**src/hdl/ffgp_pkg.sv**
```systemverilog
// ----------------------------------------------------------------------------
// ffgp_pkg
// Shared types and constants of the fullest-first group packer: field widths,
// operation and status codes, and the scan token and update command that
// travel along the row of group cells.
// ----------------------------------------------------------------------------
package ffgp_pkg;

    localparam int NUM_GROUPS  = 16;
    localparam int NUM_CLIENTS = 256;
    localparam int GROUP_W     = 4;
    localparam int CLIENT_W    = 8;
    localparam int COUNT_W     = 11;

    localparam logic [COUNT_W-1:0] CAP_MAX = COUNT_W'(1024);
    localparam logic [COUNT_W-1:0] CAP_MIN = COUNT_W'(1);

    typedef enum logic [0:0] {
        OP_REG   = 1'b0,
        OP_UNREG = 1'b1
    } t_op;

    typedef enum logic [2:0] {
        STAT_OK       = 3'd0,
        STAT_NEW      = 3'd1,
        STAT_RELEASED = 3'd2,
        STAT_DUP      = 3'd3,
        STAT_UNKNOWN  = 3'd4,
        STAT_NOFREE   = 3'd5
    } t_status;

    typedef enum logic [1:0] {
        CMD_INC  = 2'd0,
        CMD_SET1 = 2'd1,
        CMD_DEC  = 2'd2
    } t_cmd;

    typedef enum logic [1:0] {
        S_IDLE   = 2'd0,
        S_LOOKUP = 2'd1,
        S_SCAN   = 2'd2,
        S_DONE   = 2'd3
    } t_state;

    typedef struct packed {
        t_op                 op;
        logic [CLIENT_W-1:0] client_id;
    } t_in;

    typedef struct packed {
        logic [GROUP_W-1:0] group_index;
        t_status            status;
        logic [COUNT_W-1:0] group_fill;
    } t_out;

    typedef struct packed {
        logic               valid;
        logic [GROUP_W-1:0] tg;
        logic [COUNT_W-1:0] tg_cnt;
        logic               best_v;
        logic [GROUP_W-1:0] best_idx;
        logic [COUNT_W-1:0] best_cnt;
        logic               free_v;
        logic [GROUP_W-1:0] free_idx;
    } t_scan;

    typedef struct packed {
        logic               en;
        logic [GROUP_W-1:0] idx;
        t_cmd               cmd;
    } t_upd;

endpackage

```
**src/hdl/ffgp_ram.sv**
```systemverilog
// ----------------------------------------------------------------------------
// ffgp_ram
// Generic single-write, single-read RAM with a registered read port.
// ----------------------------------------------------------------------------
module ffgp_ram #(
    parameter int WIDTH = 4,
    parameter int DEPTH = 256
) (
    input  logic                     i_clk,
    input  logic                     i_we,
    input  logic [$clog2(DEPTH)-1:0] i_waddr,
    input  logic [WIDTH-1:0]         i_wdata,
    input  logic [$clog2(DEPTH)-1:0] i_raddr,
    output logic [WIDTH-1:0]         o_rdata
);

    logic [WIDTH-1:0] r_mem [DEPTH];
    logic [WIDTH-1:0] r_rdata;

    always_ff @(posedge i_clk) begin
        if (i_we) begin
            r_mem[i_waddr] <= i_wdata;
        end
        r_rdata <= r_mem[i_raddr];
    end

    assign o_rdata = r_rdata;

endmodule

```
**src/hdl/ffgp_cell.sv**
```systemverilog
// ----------------------------------------------------------------------------
// ffgp_cell
// One group cell. It holds the client count of its group, folds that count
// into the scan token passing through it, and applies update commands that
// address its group.
// ----------------------------------------------------------------------------
module ffgp_cell (
    input  logic                            i_clk,
    input  logic                            i_rst_n,
    input  logic [ffgp_pkg::GROUP_W-1:0]    i_idx,
    input  logic [ffgp_pkg::COUNT_W-1:0]    i_cap,
    input  ffgp_pkg::t_scan                 i_tok,
    output ffgp_pkg::t_scan                 o_tok,
    input  ffgp_pkg::t_upd                  i_upd
);
    import ffgp_pkg::*;

    logic [COUNT_W-1:0] r_count;
    logic [COUNT_W-1:0] n_count;
    t_scan              r_tok;
    t_scan              n_tok;

    always_comb begin
        n_tok = i_tok;
        if (r_count == '0) begin
            if (!i_tok.free_v) begin
                n_tok.free_v   = 1'b1;
                n_tok.free_idx = i_idx;
            end
        end else if (r_count < i_cap) begin
            if (!i_tok.best_v || (r_count > i_tok.best_cnt)) begin
                n_tok.best_v   = 1'b1;
                n_tok.best_idx = i_idx;
                n_tok.best_cnt = r_count;
            end
        end
        if (i_tok.tg == i_idx) begin
            n_tok.tg_cnt = r_count;
        end
    end

    always_comb begin
        n_count = r_count;
        if (i_upd.en && (i_upd.idx == i_idx)) begin
            case (i_upd.cmd)
                CMD_INC:  n_count = r_count + COUNT_W'(1);
                CMD_SET1: n_count = COUNT_W'(1);
                CMD_DEC:  n_count = r_count - COUNT_W'(1);
                default:  n_count = r_count;
            endcase
        end
    end

    always_ff @(posedge i_clk) begin
        if (!i_rst_n) begin
            r_count     <= '0;
            r_tok.valid <= 1'b0;
        end else begin
            r_count <= n_count;
            r_tok   <= n_tok;
        end
    end

    assign o_tok = r_tok;

endmodule

```
**src/hdl/fullest_first_group_packer.sv**
```systemverilog
// ----------------------------------------------------------------------------
// fullest_first_group_packer
// Places clients into groups of bounded size, preferring the fullest group
// that still has room, and removes them again on request.
//
//   channel  direction  handshake                  payload
//   in       input      i_in_valid / o_in_stall    i_in_data   (t_in)
//   out      output     o_out_valid / i_out_stall  o_out_data  (t_out)
//   config   input      psel/penable/pwrite/pready paddr, pwdata, prdata
//
// A result follows its request's transfer through the client table read, the
// walk of the scan token along the row, where each group cell registers it,
// and the commit step. The next request is taken only after the commit, so
// the block never holds more than one request in work. A result held by a
// stalled output keeps the block in its commit step; a new request is taken
// once it commits.
// Reset is synchronous and clears all group counts and client presence bits.
// ----------------------------------------------------------------------------
module fullest_first_group_packer (
    input  logic                  i_clk,
    input  logic                  i_rst_n,
    input  logic                  i_in_valid,
    output logic                  o_in_stall,
    input  ffgp_pkg::t_in         i_in_data,
    output logic                  o_out_valid,
    input  logic                  i_out_stall,
    output ffgp_pkg::t_out        o_out_data,
    input  logic                  psel,
    input  logic                  penable,
    input  logic                  pwrite,
    input  logic [2:0]            paddr,
    input  logic [31:0]           pwdata,
    output logic [31:0]           prdata,
    output logic                  pready
);
    import ffgp_pkg::*;

    t_state               r_state;
    t_state               n_state;
    logic [COUNT_W-1:0]   r_cap;
    logic [COUNT_W-1:0]   w_cap;
    logic [NUM_CLIENTS-1:0] r_present;
    t_op                  r_op;
    logic [CLIENT_W-1:0]  r_client;
    logic                 r_pres;
    t_scan                r_fin;
    logic                 r_out_valid;
    t_out                 r_out;

    logic                 w_take;
    logic                 w_launch;
    logic                 w_commit;
    logic [GROUP_W-1:0]   w_rdata;
    t_scan                w_head;
    t_scan                w_tok [NUM_GROUPS+1];
    t_upd                 w_upd;
    t_out                 n_res;
    logic                 w_ram_we;
    logic [GROUP_W-1:0]   w_ram_wdata;
    logic                 w_pres_set;
    logic                 w_pres_clr;
    logic                 w_cfg_we;

    assign w_cfg_we = psel && penable && pwrite && !paddr[2];
    assign pready   = 1'b1;
    assign prdata   = paddr[2] ? 32'd0 : {{(32-COUNT_W){1'b0}}, r_cap};

    always_comb begin
        if (r_cap == '0) begin
            w_cap = CAP_MIN;
        end else if (r_cap > CAP_MAX) begin
            w_cap = CAP_MAX;
        end else begin
            w_cap = r_cap;
        end
    end

    always_comb begin
        n_state = r_state;
        case (r_state)
            S_IDLE:   if (i_in_valid) n_state = S_LOOKUP;
            S_LOOKUP: n_state = S_SCAN;
            S_SCAN:   if (w_tok[NUM_GROUPS].valid) n_state = S_DONE;
            S_DONE:   if (!(r_out_valid && i_out_stall)) n_state = S_IDLE;
            default:  n_state = S_IDLE;
        endcase
    end

    always_comb begin
        o_in_stall = 1'b1;
        w_take     = 1'b0;
        w_launch   = 1'b0;
        w_commit   = 1'b0;
        case (r_state)
            S_IDLE: begin
                o_in_stall = 1'b0;
                w_take     = i_in_valid;
            end
            S_LOOKUP: w_launch = 1'b1;
            S_SCAN:   w_launch = 1'b0;
            S_DONE:   w_commit = !(r_out_valid && i_out_stall);
            default:  o_in_stall = 1'b1;
        endcase
    end

    ffgp_ram #(
        .WIDTH(GROUP_W),
        .DEPTH(NUM_CLIENTS)
    ) u_client_group (
        .i_clk   (i_clk),
        .i_we    (w_ram_we),
        .i_waddr (r_client),
        .i_wdata (w_ram_wdata),
        .i_raddr (i_in_data.client_id),
        .o_rdata (w_rdata)
    );

    always_comb begin
        w_head          = '0;
        w_head.valid    = w_launch;
        w_head.tg       = w_rdata;
    end

    assign w_tok[0] = w_head;

    for (genvar g = 0; g < NUM_GROUPS; g++) begin : g_cell
        ffgp_cell u_cell (
            .i_clk   (i_clk),
            .i_rst_n (i_rst_n),
            .i_idx   (GROUP_W'(g)),
            .i_cap   (w_cap),
            .i_tok   (w_tok[g]),
            .o_tok   (w_tok[g+1]),
            .i_upd   (w_upd)
        );
    end

    always_comb begin
        n_res       = '0;
        n_res.status = STAT_OK;
        w_upd       = '0;
        w_upd.cmd   = CMD_INC;
        w_ram_we    = 1'b0;
        w_ram_wdata = r_fin.best_idx;
        w_pres_set  = 1'b0;
        w_pres_clr  = 1'b0;
        if (r_op == OP_REG) begin
            if (r_pres) begin
                n_res.group_index = r_fin.tg;
                n_res.status      = STAT_DUP;
                n_res.group_fill  = r_fin.tg_cnt;
            end else if (r_fin.best_v) begin
                n_res.group_index = r_fin.best_idx;
                n_res.status      = STAT_OK;
                n_res.group_fill  = r_fin.best_cnt + COUNT_W'(1);
                w_upd.en          = w_commit;
                w_upd.idx         = r_fin.best_idx;
                w_upd.cmd         = CMD_INC;
                w_ram_we          = w_commit;
                w_ram_wdata       = r_fin.best_idx;
                w_pres_set        = w_commit;
            end else if (r_fin.free_v) begin
                n_res.group_index = r_fin.free_idx;
                n_res.status      = STAT_NEW;
                n_res.group_fill  = COUNT_W'(1);
                w_upd.en          = w_commit;
                w_upd.idx         = r_fin.free_idx;
                w_upd.cmd         = CMD_SET1;
                w_ram_we          = w_commit;
                w_ram_wdata       = r_fin.free_idx;
                w_pres_set        = w_commit;
            end else begin
                n_res.status = STAT_NOFREE;
            end
        end else begin
            if (!r_pres) begin
                n_res.status = STAT_UNKNOWN;
            end else begin
                w_pres_clr        = w_commit;
                n_res.group_index = r_fin.tg;
                if (r_fin.tg_cnt == '0) begin
                    n_res.status = STAT_RELEASED;
                end else begin
                    n_res.group_fill = r_fin.tg_cnt - COUNT_W'(1);
                    n_res.status     = (r_fin.tg_cnt == COUNT_W'(1)) ? STAT_RELEASED
                                                                     : STAT_OK;
                    w_upd.en         = w_commit;
                    w_upd.idx        = r_fin.tg;
                    w_upd.cmd        = CMD_DEC;
                end
            end
        end
    end

    always_ff @(posedge i_clk) begin
        if (!i_rst_n) begin
            r_state     <= S_IDLE;
            r_cap       <= CAP_MAX;
            r_present   <= '0;
            r_out_valid <= 1'b0;
        end else begin
            r_state <= n_state;
            if (w_cfg_we) begin
                r_cap <= pwdata[COUNT_W-1:0];
            end
            if (w_pres_set) begin
                r_present[r_client] <= 1'b1;
            end else if (w_pres_clr) begin
                r_present[r_client] <= 1'b0;
            end
            if (w_commit) begin
                r_out_valid <= 1'b1;
            end else if (r_out_valid && !i_out_stall) begin
                r_out_valid <= 1'b0;
            end
        end
    end

    always_ff @(posedge i_clk) begin
        if (w_take) begin
            r_op     <= i_in_data.op;
            r_client <= i_in_data.client_id;
            r_pres   <= r_present[i_in_data.client_id];
        end
        if (w_tok[NUM_GROUPS].valid) begin
            r_fin <= w_tok[NUM_GROUPS];
        end
        if (w_commit) begin
            r_out <= n_res;
        end
    end

    assign o_out_valid = r_out_valid;
    assign o_out_data  = r_out;

`ifndef ASSERT_OFF
    a_busy_after_take: assert property (@(posedge i_clk) disable iff (!i_rst_n)
        (i_in_valid && !o_in_stall) |=> o_in_stall)
        else $error("request taken while a previous one is still in work");

    a_new_fill_one: assert property (@(posedge i_clk) disable iff (!i_rst_n)
        (o_out_valid && (o_out_data.status == STAT_NEW)) |-> (o_out_data.group_fill == 1))
        else $error("newly opened group does not hold exactly one client");

    a_error_zero: assert property (@(posedge i_clk) disable iff (!i_rst_n)
        (o_out_valid && ((o_out_data.status == STAT_UNKNOWN) ||
                         (o_out_data.status == STAT_NOFREE)))
        |-> ((o_out_data.group_index == '0) && (o_out_data.group_fill == '0)))
        else $error("error result carries a group or fill");

    a_commit_needs_room: assert property (@(posedge i_clk) disable iff (!i_rst_n)
        w_commit |-> !(r_out_valid && i_out_stall))
        else $error("result committed over a stalled output");
`endif

endmodule
```
**config.mk**
```make
export PLATFORM = sky130hd
export DESIGN_NAME = fullest_first_group_packer
export DESIGN_NICKNAME = d
export VERILOG_FILES = /design/src/hdl/ffgp_pkg.sv /design/src/hdl/ffgp_ram.sv /design/src/hdl/ffgp_cell.sv /design/src/hdl/fullest_first_group_packer.sv
export SDC_FILE = /design/constraint.sdc
export NUM_CORES = 2
export LEC_CHECK = 0
export ABC_AREA = 1
export BUFFER_PORTS_ARGS = -buffer_cell sky130_fd_sc_hd__clkbuf_2
export CELL_PAD_IN_SITES_DETAIL_PLACEMENT = 1
export CELL_PAD_IN_SITES_GLOBAL_PLACEMENT = 2
export CORE_ASPECT_RATIO = 0.5
export CORE_MARGIN = 2
export CORE_UTILIZATION = 45
export CTS_BUF_LIST = sky130_fd_sc_hd__clkbuf_8
export DETAILED_ROUTE_END_ITERATION = 16
export PLACE_DENSITY = 0.95
export SETUP_SLACK_MARGIN = 0.02
export SYNTH_ARGS = -nofsm -noshare
export SYNTH_HDL_FRONTEND = slang
export SYNTH_SLANG_ARGS = --single-unit
```
**constraint.sdc**
```tcl
create_clock -name i_clk -period 33.7 [get_ports i_clk]
set_input_delay 3.37 -clock i_clk [delete_from_list [all_inputs] [get_ports i_clk]]
set_output_delay 3.37 -clock i_clk [all_outputs]
set_load 0.01 [all_outputs]
```
==> results.cfg <==
[outcome]
outcome = finished, final reports clean

[logic_synthesis]
synth_area_um2 = 102900
synth_top_cell_by_area = edfxtp_1
synth_top_area_share_pct = 47.70
ys_seq_area_share_pct = 56.77
yosysUniqueCellTypes = 62
synth_flop_cell = edfxtp_1
ys_ff_latch = 2100
synthTopCellsByArea = edfxtp_1, nand2_1, dfxtp_1
yosysWarnings = 0
synthCells = 11480
synth-async-reset-ratio_pct = 0
syn-mean-instance-area_um2 = 8.960
synth_edf_count = 1634

[critical_path]
worstPathRequired_ns = 34.46
crit_fanout = 139
crit_type = input port to flip-flop
r2r_cells = 14
arrival_ns = 8.12
end_kind = flip-flop
start_kind = input port

[detailed_routing]
dr.pass1.iters = 7
drc = 0
wl_per_cell_um = 22.52
first_iter_violations = 6796
drt-total-wl_mm = 329.6
via_count = 83650
via_per_inst = 5.715
ant_nets = 0

[timing]
period_share_pct = 21.84
setup_violations = 0
fmax_ghz = 0.1359
rsz0062_at_grt = false
tns_ns = 0
hold_viol_final = 0
finalMaxSlewViolations = 0
timing.final.ws_setup_ns = 26.34
hold_ws_ns = 0.3891
relSlewSlack_pct = 23.16
fin_skew_ns = 0.07127
fin_crit_ns = 7.361
worst_slew_pin_slew_ns = 1.153

[cts]
clock-sinks = 2100
cts.path.max_buffers = 4
cts_tree = yes
cts_max_level = 5
path_clk_slew_ns = 0.07
numCtsBuffers = 321
clock_tree.root_cell = clkbuf_8
hold_buffers = 0
clk_latency_ns = 0.96
cts_setup_buffers = 0
post_cts_resized = 0

[finish]
drive_gt1_share_pct = 5.574
syn2layout_area_growth_pct = 8.302
fin_util_pct = 48.88
final_common_cell = nand2_1
final_cell_mix = nand2_1, edfxtp_1, nor2_1
nets = 11750
final_area_um2 = 111400

[die]
dieArea_um2 = 232700
ios = 104
row_count = 124
die_h_um = 342.1
start_util_pct = 45.13
core_um2 = 227900
die_x_um = 680.2

[global_route]
grt_pass1_wl_mm = 504.5
grt_usage_pct = 27.71
antenna_found_initial = 5
grt_pass1_vias = 85360
grt_remaining_overflow = 0
grt_start_max_net_pins = 197

[worst_hold_path]
hold_class = flip-flop to flip-flop
hold_depth = 2

[placement]
portBuffers = 58
dpl.hpwl_mm = 205.0
gp_congestion = 0.8662
post_dp_cell_area_um2 = 105400
post-place-ws_ns = 25.40

[power_and_ir_drop]
leakagePower_nw = 43.37
power_per_cell_area_nw_per_um2 = 49.30
ir_drop_v = 0.00003081

[flow_run]
max_cap_violations = 0
-- power by group --
part	leakage, nW	switching, mW	total (mW)	internal, mW
Clock	3.56	1.05	2.06	1.01
Sequential	18.9	0.0287	2.87	2.84
Combinational	20.9	0.427	0.560	0.133
Total	43.4	1.51	5.49	3.98
-- worst paths after layout --
check	start	endpoint	slack, ns
max	i_in_data[0]	r_pres	26.34
min	g_cell[6].u_cell.o_tok[36]	g_cell[7].u_cell.o_tok[36]	0.39
max reg2reg	r_fin[22]	g_cell[10].u_cell.r_count[9]	28.85
min reg2reg	g_cell[6].u_cell.o_tok[36]	g_cell[7].u_cell.o_tok[36]	0.39
-- layer usage --
| layer | track usage [%] | wire length, um |
|---|---|---|
| met5 | 0 | 0 |
| met4 | 9.181 | 11040 |
| met3 | 3.469 | 18190 |
| met2 | 46.83 | 157000 |
| met1 | 37.09 | 143400 |
-- metrics by stage --
| stage | instances | power, mW |
|---|---|---|
| 2_1_floorplan | 11500 | 3.271 |
| 3_5_place_dp | 14050 | 3.476 |
| 5_1_grt | 14640 | 5.680 |
| 4_1_cts | 14630 | 5.518 |
| 3_3_place_gp | 14050 | 3.459 |
| 6_report | 14640 | 5.492 |
-- synthesized netlist by cell type (all sizes together), types with 2 or more instances --
library cell	number
o221ai	2
conb	2
o21bai	11
nand3	597
o21a	6
o31ai	2
o2111ai	11
xnor2	2
ha	349
nor4	18
inv	1115
a22oi	6
o41ai	48
nor3b	5
a211oi	7
nand2	2647
mux2	3
a41oi	2
o21ai	1083
clkinv	5
a21boi	3
buf	165
clkbuf	465
a31oi	27
a21o	16
o22ai	307
a32oi	2
nor4b	2
o2bb2ai	3
dfxtp	466
edfxtp	1634
nor2	1352
a21oi	674
nand4	215
nand3b	46
or2	29
xor2	87
nor3	61
-- cell type report --
type | count | area [um2]
tap | 3024 | 3784
multi-input combinational | 7650 | 37780
sequential | 2100 | 58400
antenna | 5 | 12.51
fill | 26350 | 116500
timing repair buffer | 153 | 1180
clock buffer | 354 | 4872
inverter | 1120 | 4240
clock inverter | 231 | 1140
-- critical path: stages --
cell and delay [ns]:
buf_8 0.23, inv_8 0.57, buf_4 0.72, buf_4 0.68, buf_4 0.72, o21ai_0 0.17
o22ai_1 0.20, nand2_1 0.08, nand2_1 0.09, a21oi_1 0.06, o21ai_0 0.34, nand2_1 0.09
nand3_1 0.11, nand3_1 0.22, nand2_1 0.24
-- kinds of logic after synthesis --
kind of cell	share of synthesized area, %
other	0.007301
AO/OA/AOI/OAI	11.59
buffers and inverters	6.659
adder cells (fa/ha/maj)	4.245
XOR/XNOR	0.8454
multiplexers	0.03284
AND/OR/NAND/NOR	19.86
flip-flops	56.77
Power figures use the tool's default switching activity.
